## config.mk

```make
export PLATFORM = sky130hd
export DESIGN_NAME = kwm_ptrs
export DESIGN_NICKNAME = d
export VERILOG_FILES = /design/src/rtl/kwm_pkg.sv /design/src/rtl/kwm_ptrs.sv
export SDC_FILE = /design/constraint.sdc
export NUM_CORES = 1
export LEC_CHECK = 0
export BUFFER_PORTS_ARGS = -buffer_cell sky130_fd_sc_hd__buf_2
export CAP_MARGIN = 40
export CORE_MARGIN = 8
export CORE_UTILIZATION = 25
export CTS_BUF_LIST = sky130_fd_sc_hd__clkbuf_16
export CTS_CLUSTER_DIAMETER = 40
export DETAILED_ROUTE_END_ITERATION = 6
export PLACE_DENSITY = 0.37
export SLEW_MARGIN = 20
export SYNTH_ARGS = -nofsm -noshare
export SYNTH_HDL_FRONTEND = slang
export SYNTH_SLANG_ARGS = --single-unit
```

## constraint.sdc

```tcl
create_clock -name clk_i -period 4.6 [get_ports clk_i]
set_input_delay 0.46 -clock clk_i [delete_from_list [all_inputs] [get_ports clk_i]]
set_output_delay 0.46 -clock clk_i [all_outputs]
set_load 0.05 [all_outputs]
```

## src/rtl/kwm_pkg.sv

```systemverilog
// ----------------------------------------------------------------------------
// kwm_pkg
// types and constants shared by the k-way sorted merge block
// ----------------------------------------------------------------------------
package kwm_pkg;

  localparam int unsigned DefaultLists     = 16;
  localparam int unsigned DefaultListDepth = 64;
  localparam int unsigned ValueW  = 32;
  localparam int unsigned SelW    = 4;
  localparam int unsigned CmdW    = 2;
  localparam int unsigned StatusW = 3;

  typedef enum logic [CmdW-1:0] {
    CMD_APPEND = 2'd0,
    CMD_TAKE   = 2'd1,
    CMD_CLEAR  = 2'd2,
    CMD_CLEAR3 = 2'd3
  } cmd_e;

  typedef enum logic [StatusW-1:0] {
    ST_APPENDED = 3'd0,
    ST_FULL     = 3'd1,
    ST_TAKEN    = 3'd2,
    ST_EMPTY    = 3'd3,
    ST_CLEARED  = 3'd4
  } status_e;

  typedef struct packed {
    logic [CmdW-1:0]          cmd;
    logic [SelW-1:0]          list_sel;
    logic signed [ValueW-1:0] value_in;
  } in_word_t;

  typedef struct packed {
    logic signed [ValueW-1:0] value_out;
    logic [SelW-1:0]          list_out;
    logic [StatusW-1:0]       status;
  } out_word_t;

  typedef enum logic [2:0] {
    S_IDLE,
    S_APPEND,
    S_SCAN,
    S_FINISH,
    S_CLEAR,
    S_OUT
  } state_e;

endpackage

```

## src/rtl/kwm_ptrs.sv

```systemverilog
// ----------------------------------------------------------------------------
// kwm_ptrs
// per-list read and write pointer memory, registered read
// ----------------------------------------------------------------------------
module kwm_ptrs import kwm_pkg::*; #(
  parameter int unsigned Lists = DefaultLists,
  parameter int unsigned PtrW  = 7,
  parameter int unsigned LW    = 4
) (
  input  logic              clk_i,
  input  logic              we_i,
  input  logic [LW-1:0]     waddr_i,
  input  logic [2*PtrW-1:0] wdata_i,
  input  logic [LW-1:0]     raddr_i,
  output logic [2*PtrW-1:0] rdata_o
);

  logic [2*PtrW-1:0] mem [Lists];

  always_ff @(posedge clk_i) begin
    if (we_i) begin
      mem[waddr_i] <= wdata_i;
    end
    rdata_o <= mem[raddr_i];
  end

endmodule

```

==> results.ini <==
[route]
vias=4153
wl_met2_mm=11.3
via_per_inst=4.36
drc=0
top_layer_used=met5
drtAntennaViolNets=0
drt-total-wl_mm=22.3
wl_met3_mm=1.14
dr.first_iter.drc_count=249
wl_per_cell_um=23.4
firstDrtPassIters=5
wl_met1_mm=9.31

[cells_and_area]
fillers=3384
fin_cells=953
drive_gt1_frac=0.392
area_delta_synth_final_pct=24.9
fin_nets=492

[global_route]
grt_usage=0.108
grt_pass1_wl_mm=32.2
grt-ovfl-total=0
grt_max_degree=30
antenna_found_initial=2
grt_pass1_vias=4532

[critical_path]
reg2regPathDepth=3
critPathMostFrequentCell=buf_4
crit_path_max_incr_delay_ns=0.54
path_class=input pin to flop
crit_chain=buf_4, buf_4, mux4_2, a22oi_1, nand2_1
required_ns=4.98
cpMaxStageDelayCell=mux4_2
critical_path_arrival_ns=2.34
endpoint_kind=flop
critPathMaxFanout=29
startpoint_type=input pin

[floorplanning]
initial_utilization=0.254
row_count=68
ioPinCount=38
core_um2=34500
die_area_um2=41300
die_y_um=203
die_x_um=203

[clock_network]
cts_resized=0
clock_latency_ns=0.51
clock_path_buffers=3
cts_tree=yes
cts_root_buffer=clkbuf_16
cts_setup_buffers=0
postCtsHoldBufs=0
cts_num_sinks=238
cts_htree_levels=2
path_clk_slew_ns=0.05
cts_made_buffers=37

[timing]
report.final.slew_viol_count=0
rsz0062_at_grt=false
finalSetupViolations=0
layout_min_cycle_time_ns=1.95
hold_slack_ns=0.337
tightestPinTransition_ns=0.687
finClkSkew_ns=0.0226
fmax_mhz=512
slew_headroom=0.542
post-route-period-util=0.425
hold_viol=0
finalSetupTns_ns=0

[synth]
synth.distinct_cells=17
synthFlopType=edfxtp_1
async_reset_ff_frac=0
yosysTopAreaCellShare=0.768
syn_area_um2=8760
yosys.area.top_type=edfxtp_1
ys_warn_count=0
synth.net_count=403
synth_seq_cells=238
ys_top_cells_by_area=edfxtp_1 77%, mux4_2 14%, dfxtp_1 3.2%
netlist_top_cells_count=224 x edfxtp_1, 56 x mux4_2, 28 x a22oi_1
seq_area_frac_synth=0.800
syn_avg_cell_area_um2=23.1
synth_edf_count=224
syn_inst=379
synth_most_common_cell=edfxtp_1

[power_and_ir_drop]
finalPower_mw=5.43
leakagePower_nw=3.59
power_density_nw_per_um2=496
vdd_ir_drop_max_mv=0.214

[place]
portBuffers=37
post-dp-hpwl_mm=12.4
place_congestion=0.662
dp_cells=884

[worst_hold_path]
hold_path_depth=1
worst_hold_path_type=input pin to flop

[outcome]
status=complete, no violations

[flow_run]
max_cap_viol_count=0

[final cells by class]
type / count / area [um^2] / area share
clock inverters: 29 / 245 / 0.0224
clock buffers: 39 / 976 / 0.0892
diodes: 1 / 2.50 / 0.000229
flip-flops and latches: 238 / 7010 / 0.640
well taps: 455 / 569 / 0.0520
multi-input cells: 125 / 1710 / 0.156
repair buffers: 66 / 437 / 0.0399
[per-stage QoR]
stage	area, um^2	util	setup WS, ns
after floorplan	8760	-	2.30
after global routing	10900	0.317	2.47
after detailed placement	9720	0.281	2.04
after global placement	9660	0.280	2.01
after CTS	10900	0.317	2.57
final	10900	0.317	2.65
[path summary, 6_finish.rpt]
kind,start,end,slack [ns]
worst max-delay path,raddr_i[0],rdata_o[4]$_DFF_P_,2.65
worst min register to register,mem[15][13]$_DFFE_PP_,rdata_o[13]$_DFF_P_,0.66
worst max register to register,mem[3][2]$_DFFE_PP_,rdata_o[2]$_DFF_P_,3.30
worst min-delay path,wdata_i[10],mem[2][10]$_DFFE_PP_,0.34
[power by group]
| group | internal, mW | leakage [nW] | switching (mW) |
|---|---|---|---|
| clock | 1.75 | 0.623 | 0.961 |
| sequential | 2.43 | 2.14 | 0.0127 |
| combinational | 0.0945 | 0.826 | 0.183 |
| total | 4.28 | 3.59 | 1.16 |
[cell families after synthesis]
group           Yosys count  synth area share
mux                      56             0.144
flops                   238             0.800
simple gates             41            0.0211
compound gates           28            0.0240
buf+inv                  16            0.0114
[per-layer routing]
layer,global-route usage,vias up
li1,-,1797
met1,0.129,2203
met2,0.188,107
met3,0.0263,44
met4,0.0355,2
met5,0,-
[worst max-delay path: cells and delay by family]
family	cells	cell delay, ns
AO/OA/AOI/OAI	1	0.22
multiplexers	1	0.54
AND/OR/NAND/NOR	1	0.10
buffers and inverters	2	0.98
[cells in the final DEF, fill, tap and decap left out, types with 4 or more instances in the layout]
| cell type | synthesis | routed |
|---|---|---|
| nand2_1 | 15 | 15 |
| mux4_2 | 56 | 56 |
| inv_1 | 0 | 7 |
| buf_4 | 1 | 26 |
| dfxtp_1 | 14 | 14 |
| clkinv_1 | 0 | 5 |
| edfxtp_1 | 224 | 224 |
| a22oi_1 | 28 | 28 |
| clkinv_2 | 0 | 8 |
| buf_2 | 5 | 36 |
| nor3_2 | 0 | 4 |
| clkbuf_16 | 0 | 39 |
| bufinv_16 | 0 | 4 |
| nor2_2 | 0 | 12 |
[registers in the layout, summed over array words and instances, names as in the netlist]
signal	count
rdata_o	14
mem	224
(Power assumes the default switching activity.)
